==> config.mk <==
export PLATFORM = sky130hd
export DESIGN_NAME = smallest_common_coprime_search
export DESIGN_NICKNAME = d
export VERILOG_FILES = /design/src/hdl/scc_pkg.sv /design/src/hdl/smallest_common_coprime_search.sv /design/src/hdl/scc_datapath.sv /design/src/hdl/scc_ctrl.sv
export SDC_FILE = /design/constraint.sdc
export NUM_CORES = 1
export LEC_CHECK = 0
export BUFFER_PORTS_ARGS = -buffer_cell sky130_fd_sc_hd__buf_2
export CAP_MARGIN = 20
export CELL_PAD_IN_SITES_DETAIL_PLACEMENT = 2
export CELL_PAD_IN_SITES_GLOBAL_PLACEMENT = 2
export CORE_ASPECT_RATIO = 0.75
export CORE_MARGIN = 2
export CORE_UTILIZATION = 42
export CTS_CLUSTER_DIAMETER = 30
export DETAILED_ROUTE_END_ITERATION = 10
export HOLD_SLACK_MARGIN = 0.03
export PLACE_DENSITY_LB_ADDON = 0.1
export SLEW_MARGIN = 10
export SYNTH_ARGS = -nofsm -noshare
export SYNTH_HDL_FRONTEND = slang
export SYNTH_SLANG_ARGS = --single-unit
==> constraint.sdc <==
create_clock -name clk -period 15.6 [get_ports clk]
set_input_delay 2.34 -clock clk [delete_from_list [all_inputs] [get_ports clk]]
set_output_delay 2.34 -clock clk [all_outputs]
set_load 0.03 [all_outputs]
==> src/hdl/scc_pkg.sv <==
// Shared constants and controller/datapath interface types for the coprime search.
`default_nettype none
package scc_pkg;

  localparam int VALUE_WIDTH = 32;

  typedef logic [VALUE_WIDTH-1:0] scc_value_t;

  // Commands from the controller to the datapath
  typedef struct packed {
    logic load;       // capture operands, candidate = 2
    logic gcd_first;  // begin gcd of first operand and candidate
    logic gcd_second; // begin gcd of second operand and candidate
    logic gcd_step;   // one binary gcd step
    logic next_cand;  // advance candidate
    logic set_found;  // result = candidate
    logic set_none;   // result = -1
  } scc_cmd_t;

  // Status from the datapath to the controller
  typedef struct packed {
    logic range_end;  // candidate reached the smaller operand, or operand negative
    logic gcd_done;   // gcd loop finished
    logic gcd_one;    // finished gcd equals one
  } scc_stat_t;

endpackage
`default_nettype wire

==> src/hdl/smallest_common_coprime_search.sv <==
// Top level of the smallest common coprime search: controller plus datapath.
//
//  channel   signals                          handshake
//  request   start, first_value, second_value taken when start & !busy
//  result    done, coprime_found              done high for one cycle
//
//  A request with an empty search range goes from idle through the check state
//  to done; otherwise each candidate passes the check state and a binary gcd
//  with the first operand, then with the second if the first is one (up to
//  about 2*VALUE_WIDTH steps per gcd); the done state then gives the result.
//  The gcd subtract/shift unit sets the pace: one step per clock.
//  Synchronous reset returns the controller to idle; no request is in flight.
//  The receiver cannot stall: the done strobe is high for exactly one cycle.
`default_nettype none
module smallest_common_coprime_search
  import scc_pkg::*;
(
  input  wire logic                          clk,
  input  wire logic                          rst,
  input  wire logic                          start,
  output logic                               busy,
  input  wire logic signed [VALUE_WIDTH-1:0] first_value,
  input  wire logic signed [VALUE_WIDTH-1:0] second_value,
  output logic                               done,
  output logic signed [VALUE_WIDTH-1:0]      coprime_found
);

  scc_cmd_t   cmd;
  scc_stat_t  stat;
  scc_value_t result;

  scc_ctrl u_ctrl (
    .clk   (clk),
    .rst   (rst),
    .start (start),
    .stat  (stat),
    .cmd   (cmd),
    .busy  (busy),
    .done  (done)
  );

  scc_datapath u_datapath (
    .clk          (clk),
    .first_value  (first_value),
    .second_value (second_value),
    .cmd          (cmd),
    .stat         (stat),
    .result       (result)
  );

  assign coprime_found = $signed(result);

  // A taken request makes the block busy next cycle
  a_accept_busy: assert property (@(posedge clk) disable iff (rst)
    (start && !busy) |=> busy)
    else $error("request accepted but block not busy");

  // Result strobe lasts one cycle and the block is idle right after
  a_done_pulse: assert property (@(posedge clk) disable iff (rst)
    done |=> (!done && !busy))
    else $error("result strobe longer than one cycle");

  // A found candidate is at least two
  a_result_range: assert property (@(posedge clk) disable iff (rst)
    (done && (result != '1)) |-> (result >= scc_value_t'(2)))
    else $error("found candidate below two");

  // Strobe only while busy
  a_done_busy: assert property (@(posedge clk) disable iff (rst)
    done |-> busy)
    else $error("result strobe while idle");

endmodule
`default_nettype wire

==> src/hdl/scc_datapath.sv <==
// Datapath: operand, candidate and binary gcd registers plus the result register.
`default_nettype none
module scc_datapath
  import scc_pkg::*;
(
  input  wire logic                          clk,
  input  wire logic signed [VALUE_WIDTH-1:0] first_value,
  input  wire logic signed [VALUE_WIDTH-1:0] second_value,
  input  wire scc_cmd_t                      cmd,
  output scc_stat_t                          stat,
  output scc_value_t                         result
);

  scc_value_t op_a;
  scc_value_t op_b;
  scc_value_t cand;
  scc_value_t u;
  scc_value_t v;

  // Search range: empty for a negative operand, ends at the smaller operand
  assign stat.range_end = op_a[VALUE_WIDTH-1] | op_b[VALUE_WIDTH-1] |
                          (cand >= op_a) | (cand >= op_b);

  // Gcd ends when both values meet, or at once when both are even
  assign stat.gcd_done = (u == v) | (~u[0] & ~v[0]);
  assign stat.gcd_one  = (u == v) & (u == scc_value_t'(1));

  // Registers; one command per cycle at most
  always_ff @(posedge clk) begin
    priority if (cmd.load) begin
      op_a <= scc_value_t'($unsigned(first_value));
      op_b <= scc_value_t'($unsigned(second_value));
      cand <= scc_value_t'(2);
    end else if (cmd.gcd_first) begin
      u <= op_a;
      v <= cand;
    end else if (cmd.gcd_second) begin
      u <= op_b;
      v <= cand;
    end else if (cmd.gcd_step) begin
      // Stein step: at least one of u, v is odd here
      priority if (!u[0]) begin
        u <= u >> 1;
      end else if (!v[0]) begin
        v <= v >> 1;
      end else if (u > v) begin
        u <= u - v;
      end else begin
        v <= v - u;
      end
    end else if (cmd.next_cand) begin
      cand <= cand + scc_value_t'(1);
    end else if (cmd.set_found) begin
      result <= cand;
    end else if (cmd.set_none) begin
      result <= '1;
    end
  end

endmodule
`default_nettype wire

==> src/hdl/scc_ctrl.sv <==
// Controller: sequences the candidate loop and the two gcd tests per candidate.
`default_nettype none
module scc_ctrl
  import scc_pkg::*;
(
  input  wire logic      clk,
  input  wire logic      rst,
  input  wire logic      start,
  input  wire scc_stat_t stat,
  output scc_cmd_t       cmd,
  output logic           busy,
  output logic           done
);

  localparam logic [2:0] ST_IDLE  = 3'd0;
  localparam logic [2:0] ST_CHECK = 3'd1;
  localparam logic [2:0] ST_GCD_A = 3'd2;
  localparam logic [2:0] ST_GCD_B = 3'd3;
  localparam logic [2:0] ST_DONE  = 3'd4;

  logic [2:0] state;
  logic [2:0] state_next;

  assign busy = (state != ST_IDLE);
  assign done = (state == ST_DONE);

  // Next state and commands
  always_comb begin
    state_next = state;
    cmd        = '0;
    unique case (state)
      ST_IDLE: begin
        if (start) begin
          cmd.load   = 1'b1;
          state_next = ST_CHECK;
        end
      end
      ST_CHECK: begin
        if (stat.range_end) begin
          cmd.set_none = 1'b1;
          state_next   = ST_DONE;
        end else begin
          cmd.gcd_first = 1'b1;
          state_next    = ST_GCD_A;
        end
      end
      ST_GCD_A: begin
        if (!stat.gcd_done) begin
          cmd.gcd_step = 1'b1;
        end else if (stat.gcd_one) begin
          cmd.gcd_second = 1'b1;
          state_next     = ST_GCD_B;
        end else begin
          cmd.next_cand = 1'b1;
          state_next    = ST_CHECK;
        end
      end
      ST_GCD_B: begin
        if (!stat.gcd_done) begin
          cmd.gcd_step = 1'b1;
        end else if (stat.gcd_one) begin
          cmd.set_found = 1'b1;
          state_next    = ST_DONE;
        end else begin
          cmd.next_cand = 1'b1;
          state_next    = ST_CHECK;
        end
      end
      ST_DONE: begin
        state_next = ST_IDLE;
      end
      default: begin
        state_next = ST_IDLE;
      end
    endcase
  end

  // State register
  always_ff @(posedge clk) begin
    if (rst) begin
      state <= ST_IDLE;
    end else begin
      state <= state_next;
    end
  end

endmodule
`default_nettype wire
# After elaboration in Yosys (flattened, before gate mapping)
# Index checks and enable logic that the tools add are counted.
[op_classes] add_sub_neg=3 order_cmp=3 n_eq_ne=12 n_mux=36 bitwise=13 n_reduce_logical=12
[ops] cell="32-bit two-way mux" n=14
[ops] cell="32-bit >= comparator" n=2
[ops] cell="32-bit subtractor" n=2
[ops] cell="32-bit by 1-bit adder with 32-bit output, second input constant" n=1
[ops] cell="32-bit by 1-bit equality test with 1-bit output, second input constant" n=1
[ops] cell="32-bit equality test" n=1
[ops] cell="32-bit > comparator" n=1
[ops] cell="3-bit two-way mux" n=5
[ops] cell="1-bit two-way mux" n=13
[ops] cell="4-bit != test, second input constant" n=3
[ops] cell="3-bit case mux with 4 select lines" n=1
[ops] cell="4-bit AND reduction" n=3
[ops] cell="3-bit nonzero test" n=3
[ops] cell="1-bit NOT" n=7
[ops] cell="3-bit by 2-bit equality test with 1-bit output, second input constant" n=2
[ops] cell="3-bit AND reduction" n=2
[ops] cell="6-bit AND reduction" n=1
[ops] cell="2-bit two-way mux" n=2
[ops] cell="2-bit by 1-bit != test with 1-bit output, second input constant" n=2
[ops] cell="1-bit bitwise OR" n=4
[ops] cell="2-bit case mux with 2 select lines" n=1
[ops] cell="3-bit by 1-bit equality test with 1-bit output, second input constant" n=1
[ops] cell="3-bit equality test, second input constant" n=1
[ops] cell="3-bit logical NOT" n=1
[ops] cell="4 further kinds" n=5
[word_totals] reg_bits=195 in_bits=67 output_inout_bits=34 word_cells=88

# Depth between registers and ports, before layout
# Gate-level depths: netlist of the first run.
[depth] word_depth=8 ltp_mapped=16 depth_no_buf=13

# Modules after synthesis
# From an unflattened synthesis of the first run, not the netlist that was laid out.
[hier_totals] cells_unflattened=1427 area_unflattened_um2=13394.1
[by_module_without_submodules] module="scc_datapath" instances=1 cells_per_inst=1396 area_each_um2=13172.6 seq_area_each_um2=5445.2
[by_module_without_submodules] module="scc_ctrl" instances=1 cells_per_inst=31 area_each_um2=221.5 seq_area_each_um2=60.1

# Least setup slack after synthesis of the first run
# OpenSTA, ideal clock, no wires.
[synth_timing] path_kind="register -> register" startpoint="register u_datapath.u[0]" endpoint="register u_datapath.v[10] (enable)" arrival_time_ns=5.640 required_time_ns=15.138 path_slack_ns=9.498 path_stages_with_launch=15 period_less_slack_ns=6.102 path_cell_list="edfxtp_1 -> inv_1 -> clkbuf_1 -> ha_1 -> inv_1 -> fa_1 -> a211oi_1 -> nor2_1 -> o41ai_1 -> o21ai_0 -> a21oi_1 -> o21a_1 -> clkbuf_1 -> nor2_1 -> o21ai_0"
[synth_via] elab_chain_cells=7 word_cells_on_any_way=16
[synth_rtl] item="start: declaration" line_no="scc_datapath.sv:17" source="scc_value_t u;"
[synth_rtl] item="start signal: assignment" line_no="scc_datapath.sv:35" source="u <= op_a;"
[synth_rtl] item="start signal: assignment" line_no="scc_datapath.sv:38" source="u <= op_b;"
[synth_rtl] item="start signal: assignment" line_no="scc_datapath.sv:43" source="u <= u >> 1;"
[synth_rtl] item="branches (longest 6 deep; another with 32-bit > comparator)"
[synth_rtl] item="4-bit AND reduction (no source line) *"
[synth_rtl] item="end signal: assignment" line_no="scc_datapath.sv:39" source="v <= cand;"
[synth_rtl] item="end signal: assignment" line_no="scc_datapath.sv:45" source="v <= v >> 1;"
[synth_rtl] item="end signal: assignment" line_no="scc_datapath.sv:49" source="v <= v - u;"
[synth_rtl] item="end: declaration" line_no="scc_datapath.sv:18" source="scc_value_t v;"
# Every way passes the cells marked *.
# A chain may end at the register's enable or synchronous reset.

# Worst setup path in the final report of the first run
[layout_timing] startpoint="register u_datapath.u[0]" endpoint="register u_datapath.v[29] (enable)"
# The elaborated chain is that of the path after synthesis.

==> results.md, run 1 <==
* Drt pass-1 iters at 5
* Post-synth EDFFs at 160
* Largest family of logic cells by synthesized area: compound AO/OA/AOI/OAI gates
* First-pass GRT wire length at 80,140 um
* Resized cells post-CTS at 0
* Final WS setup at 10,290 ps
* Sequential fraction of the synthesis area at 41.01%
* Fillers at 3,430
* Gpl congestion at 0.8726
* Ant diodes at 0
* Post-synthesis xor/xnor area fraction at 4.633%
* Initial antenna violation count at 1
* Largest net degree at the start of global routing at 64
* Number of max-cap violations at 0
* Vias at 11,790
* Tightest Pin Transition at 1023 ps
* Nets@finish at 1,683
* Slew headroom at 31.57%
* Met3 GRT Util at 4.707%
* CTS Buf Count at 17
* Leak pwr at 0.006038 uW
* Mapped Area at 0.01342 mm^2
* Area Overhead vs Synth at 10.55%
* WS Path Type: flip-flop to flip-flop
* Clk slew on worst S/H paths at 80 ps
* Mean Syn Cell Area at 9.420 um^2
* Top_reg_cell synth: edfxtp_1
* Routed WL at 53,570 um
* Min-delay worst type: flip-flop to flip-flop
* Drc violations at 0
* Clock Skew at 16.90 ps
* Initial core utilization at 42.76%
* Die Wd at 210.4 um
* Nature of the critical path startpoint: flip-flop
* Synthesis Warnings at 0
* Vias per cell at 6.192
* Final Hold Fails at 0
* CTS max path bufs at 2
* Synth Instances at 1,425
* Synth async-reset ratio at 0%
* Final setup violation count at 0
* FP Rows at 56
* Port bufs at 100
* Final slew viol count at 0
* Synth top area share at 35.79%
* Critical path capture point type: flip-flop
* Worst path cell trace: inv_1 > ha_1 > inv_1 > fa_1 > a211oi_1 > nor2_1 > o41ai_1 > buf_4 > o21ai_0 > a21oi_1 > o21a_1 > nor2_1 > o21ai_2 > buf_4
* Root Driver: clkbuf_16
* Vias in the first global route at 12,790
* Final period util at 34.06%
* Fin crit period at 5313 ps
* Place WS at 10,360 ps
* Die Area at 0.03342 mm^2
* Final antenna-violating net count at 0
* Area leader, netlist: edfxtp_1
* Max FO, Critical Path at 31
* H-Tree Depth at 4
* Power density over cell area at 83.70 mW/mm^2
* Share of layout cells above drive strength 1 at 13.62%
* Post-synthesis mux area share at 0.5593%
* Core region area at 0.03139 mm^2
* Worst path required time at 15,710 ps
* Post-CTS Setup Repair Bufs at 0
* VDD IR max at 0.05837 mV
* Global Route Usage Sum at 32.13%
* Adder-cell area share of the yosys netlist at 12.32%
* HPWL after DPL at 41,130 um
* Synth Net Count at 1,623
* Wire per inst at 28.14 um
* Area share of and/or/nand/nor cells after synthesis at 14.66%
* Grt total ovfl at 0
* CTS tree: yes
* Initial DRC Count at 833
* Synth Area in Compound Gates at 20.11%
* Synth cell types at 73
* IO Pins at 101
* Fmax at 188.2 MHz
* Register bit count reported by yosys at 195
* RSZ-0062 raised after global routing: false
* Die Y at 158.8 um
* Crit-path slowest cell: o21a_1
* Clock Latency Late Sink at 470 ps
* TritonCTS sink count at 195
* Worst path max stage delay at 820 ps
* Crit path arrival time at 5420 ps
* Top Usage Layer GRT: met2
* CTS Hold Bufs at 0
* Met1 GRT Util at 40.80%
* Status: finished, final reports clean
* Area contributors post-synth: edfxtp_1, ha_1, dfxtp_1
* Setup TNS at 0 ps
* Met2 Track Usage GR at 54.86%
-- critical path: cells and delay by family, from the launching register on --
kind	cells	cell delay, ps
buffers and inverters	4	1180
AO/OA/AOI/OAI	6	2180
AND/OR/NAND/NOR	2	450
flip-flops	1	390
adder cells (fa/ha/maj)	2	750
-- routing by layer --
metal,vias up,part of all wire (%)
met5,-,0.015
met4,2,3.5
met3,106,5.0
met2,393,49
met1,5961,42
li1,5327,-
-- per-stage QoR --
stage	hold WS (ps)	instance area, um^2	util [%]	power (uW)	cells
3_5_place_dp	597.4	14210	45.28	790.5	1870
3_3_place_gp	543.9	14210	45.28	779.7	1870
5_1_grt	646.5	14840	47.27	1279	1904
4_1_cts	602.7	14800	47.15	1242	1902
6_report	604.1	14840	47.27	1242	1904
2_1_floorplan	482.1	13420	-	719.2	1425
-- power breakdown --
part           total [uW]  internal (uW)  switching (uW)
Sequential            602            587            14.6
Combinational         183           59.9             123
Clock                 457            222             236
Total                1240            869             373
-- cell usage in the layout (no fill, tap or decap), types with 6 or more instances in the layout --
cell       synthesis  layout
edfxtp_1         160     160
inv_1            153     153
ha_1             129     129
a21oi_1          113     113
nor2_1           105     104
buf_2             17     100
o21ai_0           81      79
nand2_1           74      74
xnor2_1           49      49
a21o_1            40      40
nand3_1           36      36
dfxtp_1           35      35
a211oi_1          33      33
or2_2             29      29
nand4_1           26      26
xor2_1            22      22
nor3_1            19      19
a221oi_1          19      19
or3_1             18      18
a31oi_1           18      18
clkbuf_16          0      18
o22ai_1           17      17
nor4_1            14      14
o21bai_1          13      13
nor2b_1           12      12
o22ai_2           11      11
and3_1            10      10
buf_4              3      10
o21a_1             9       9
or4_1              9       9
and4_1             7       7
o211ai_1           6       6
o31a_1             6       6
-- layout make-up --
class / instances / area [um^2] / area share [%]
multi-input combinational: 1005 / 7047 / 47.49
sequential: 195 / 5505 / 37.10
clock buffer: 18 / 450.4 / 3.035
timing repair buffer: 112 / 614.3 / 4.140
tap: 406 / 508.0 / 3.423
inverter: 154 / 578.1 / 3.895
clock inverter: 14 / 136.4 / 0.9191
-- cells in the mapped netlist (all sizes together) (14+ instances only) --
master  instances
ha            129
a211oi         33
nand3          36
o21ai          81
clkbuf         43
dfxtp          35
a21o           40
nor2          107
nor3           19
a31oi          18
o22ai          28
nor4           14
or2            29
xor2           22
inv           154
xnor2          49
edfxtp        160
buf            28
nand4          26
a221oi         19
a21oi         114
nand2          75
or3            20
-- cell families (layout without fill, tap and decap cells) --
| family | Yosys count | in the layout |
|---|---|---|
| AOI/OAI and AO/OA | 411 | 411 |
| and+or+nand+nor | 385 | 385 |
| adders and majority gates | 131 | 131 |
| xor gates and xnor gates | 71 | 71 |
| buffers and inverters | 225 | 298 |
| DFF | 195 | 195 |
| muxes | 7 | 7 |
-- state kept, by name, indices dropped and copies added, names as in the netlist --
name and cells:
u_datapath.result 32, u_datapath.cand 32, u_datapath.u 32, u_datapath.op_a 32, u_ctrl.state 3, u_datapath.op_b 32
u_datapath.v 32
-- final timing paths --
path | end | slack [ps] | start | depth (start not counted)
worst max register to register | u_datapath.v[29] | 10290 | u_datapath.u[0] | 14
worst min-delay path | u_ctrl.state[0] | 600 | u_ctrl.state[2] | 1
worst min register to register | u_ctrl.state[0] | 600 | u_ctrl.state[2] | 1
worst max-delay path | u_datapath.v[29] | 10290 | u_datapath.u[0] | 14
Power figures use the tool's default switching activity.
==> run 2: changes to the inputs <==
--- a/config.mk
+++ b/config.mk
@@ -11,7 +11,7 @@
 export CELL_PAD_IN_SITES_GLOBAL_PLACEMENT = 2
 export CORE_ASPECT_RATIO = 0.75
 export CORE_MARGIN = 2
-export CORE_UTILIZATION = 42
+export CORE_UTILIZATION = 35
 export CTS_CLUSTER_DIAMETER = 30
 export DETAILED_ROUTE_END_ITERATION = 10
 export HOLD_SLACK_MARGIN = 0.03
==> constraint.sdc (replaced) <==
create_clock -name clk -period 4.3 [get_ports clk]
set_input_delay 0.645 -clock clk [delete_from_list [all_inputs] [get_ports clk]]
set_output_delay 0.645 -clock clk [all_outputs]
set_load 0.03 [all_outputs]
==> run 2 against run 1 <==
Die area increased by 20%; global-route usage decreased by 5.6 points; core utilization decreased by 6.4 points; worst hold slack got worse by 250 ps; sequential power increased to 3.6 times the previous value; sequential cell count unchanged; first-iteration DRC count decreased by 16%; largest power group unchanged; wire length decreased by 1.2%; non-clock buffer count increased by 68; via count about the same; cell count increased by 9.1%; setup slack got worse by 10000 ps.
==> results.md, run 2 (synthesized netlist as in run 1, its figures left out) <==
* Area Overhead vs Synth at 15.79%
* RSZ-0062 raised after global routing: false
* Hold-critical path endpoint: u_datapath.op_a[29]
* Clock power share at 36.2%
* Final antenna-violating net count at 0
* Die Area at 0.03995 mm^2
* Crit path arrival time at 4250 ps
* Clock Skew at 12.04 ps
* H-Tree Depth at 4
* Root Driver: clkbuf_16
* Fmax at 243.7 MHz
* IO Pins at 101
* First-pass GRT wire length at 79,760 um
* CTS Buf Count at 17
* CTS Hold Bufs at 0
* Power density over cell area at 289.2 mW/mm^2
* Die Y at 173.6 um
* Drc violations at 0
* Number of max-cap violations at 0
* Grt total ovfl at 0
* Leak pwr at 0.006386 uW
* Reg2reg path depth at 10
* Final period util at 95.44%
* Initial antenna violation count at 1
* FP Rows at 62
* Largest net degree at the start of global routing at 51
* Vias at 11,780
* RR Endpoint: u_datapath.u[27]
* Worst Hold Depth at 1
* Ant diodes at 0
* VDD IR max at 0.3137 mV
* Die Wd at 230.1 um
* Initial DRC Count at 701
* Post-CTS Setup Repair Bufs at 0
* Placed insts at 2,045
* Share of layout cells above drive strength 1 at 17.56%
* Drt pass-1 iters at 5
* Clk slew on worst S/H paths at 80 ps
* Worst path required time at 4440 ps
* Core region area at 0.03801 mm^2
* Power share of the combinational group at 15.4%
* Setup TNS at 0 ps
* Switching part of the total at 28.75%
* R2R Setup Slk at 200 ps
* Commonest non-fill, non-tap cell in the layout: edfxtp_1
* Final Hold Fails at 0
* Clock Latency Late Sink at 470 ps
* Initial core utilization at 35.31%
* Vias in the first global route at 12,790
* Min-delay worst type: input port to flip-flop
* CTS max path bufs at 2
* Sw Pwr at 1292 uW
* Fin crit period at 4104 ps
* Critical R2R Launch: u_datapath.u[20]
* Critical path capture point type: flip-flop
* Port bufs at 100
* CTS tree: yes
* WS Path Type: flip-flop to flip-flop
* Routed WL at 52,910 um
* Wire per inst at 25.46 um
* Global Route Usage Sum at 26.54%
* Vias per cell at 5.668
* Sequential power share at 48.4%
* Fin cells at 2,078
* Nature of the critical path startpoint: flip-flop
* HPWL after DPL at 42,310 um
* Most frequent cells in the layout: edfxtp_1, inv_1, ha_1
* Nets@finish at 1,751
* Final slew viol count at 0
* Slew headroom at 27.15%
* Pint at 3202 uW
* Resized cells post-CTS at 0
* TritonCTS sink count at 195
* Max FO, Critical Path at 18
* Tightest Pin Transition at 1092 ps
* Status: finished, final reports clean
* Hold Startpoint: first_value[29]
* Final setup violation count at 0
* Gpl congestion at 0.8808
[run 2: changes by cell type in the layout (fill, tap and decap cells not counted), moves of 2 or more]
cell / before / now
buf_4: 10 / 75
buf_12: 0 / 4
clkinv_8: 2 / 0
clkbuf_1: 0 / 2
inv_6: 5 / 3
[run 2: how the worst max path moves through the flow]
| stage | to | start | depth (start not counted) |
|---|---|---|---|
| after CTS | u_datapath.u[2] | u_datapath.u[20] | 10 |
| after detailed placement | u_datapath.u[2] | u_datapath.u[20] | 10 |
| final | u_datapath.u[27] | u_datapath.u[20] | 10 |
| after floorplan | u_datapath.result[0] | u_datapath.u[21] | 9 |
| after global routing | u_datapath.u[27] | u_datapath.u[20] | 10 |
| after global placement | u_datapath.u[31] | u_datapath.u[20] | 10 |
[run 2: critical path, cell delays in order, from the launching register on]
cell and delay [ps]:
edfxtp_1 490, ha_2 450, nand4_1 200, or3_4 480, or4_1 510, or4_4 590
or3_4 370, inv_2 70, nor2_2 190, nand2_2 150, buf_4 280
[run 2: routing by layer]
layer | vias up | track usage [%] | wire [um]
met2 | 184 | 46.11 | 26330
li1 | 5456 | - | -
met3 | 53 | 2.895 | 1361
met5 | - | 0 | 0
met1 | 6086 | 35.11 | 24180
met4 | 0 | 7.016 | 1039
[run 2: metrics by stage]
stage	setup slack [ps]	power, uW	cell area, um^2	util [%]	hold slack (ps)
2_1_floorplan	52.37	2609	13440	-	482.1
3_3_place_gp	279.7	2876	14930	39.28	552.9
4_1_cts	121.1	4515	15500	40.78	338.3
5_1_grt	51.07	4649	15540	40.89	340.5
6_report	195.9	4495	15540	40.89	352.7
3_5_place_dp	151.3	2899	14930	39.28	563.3
[run 2: cell type report]
class	instances	area [um^2]
Multi-Input combinational cell	1005	7078
Tap cell	512	640.6
Clock inverter	12	122.6
Timing Repair Buffer	180	1171
Fill cell	4144	22470
Inverter	154	578.1
Sequential cell	195	5505
Clock buffer	20	446.7
[run 2: power by group through the flow]
stage / Combinational (uW) / Clock (uW) / Sequential (uW)
2_1_floorplan: 401 / 0 / 2210
3_3_place_gp: 660 / 0 / 2220
3_5_place_dp: 680 / 0 / 2220
4_1_cts: 687 / 1650 / 2180
5_1_grt: 750 / 1720 / 2180
6_report: 690 / 1630 / 2180
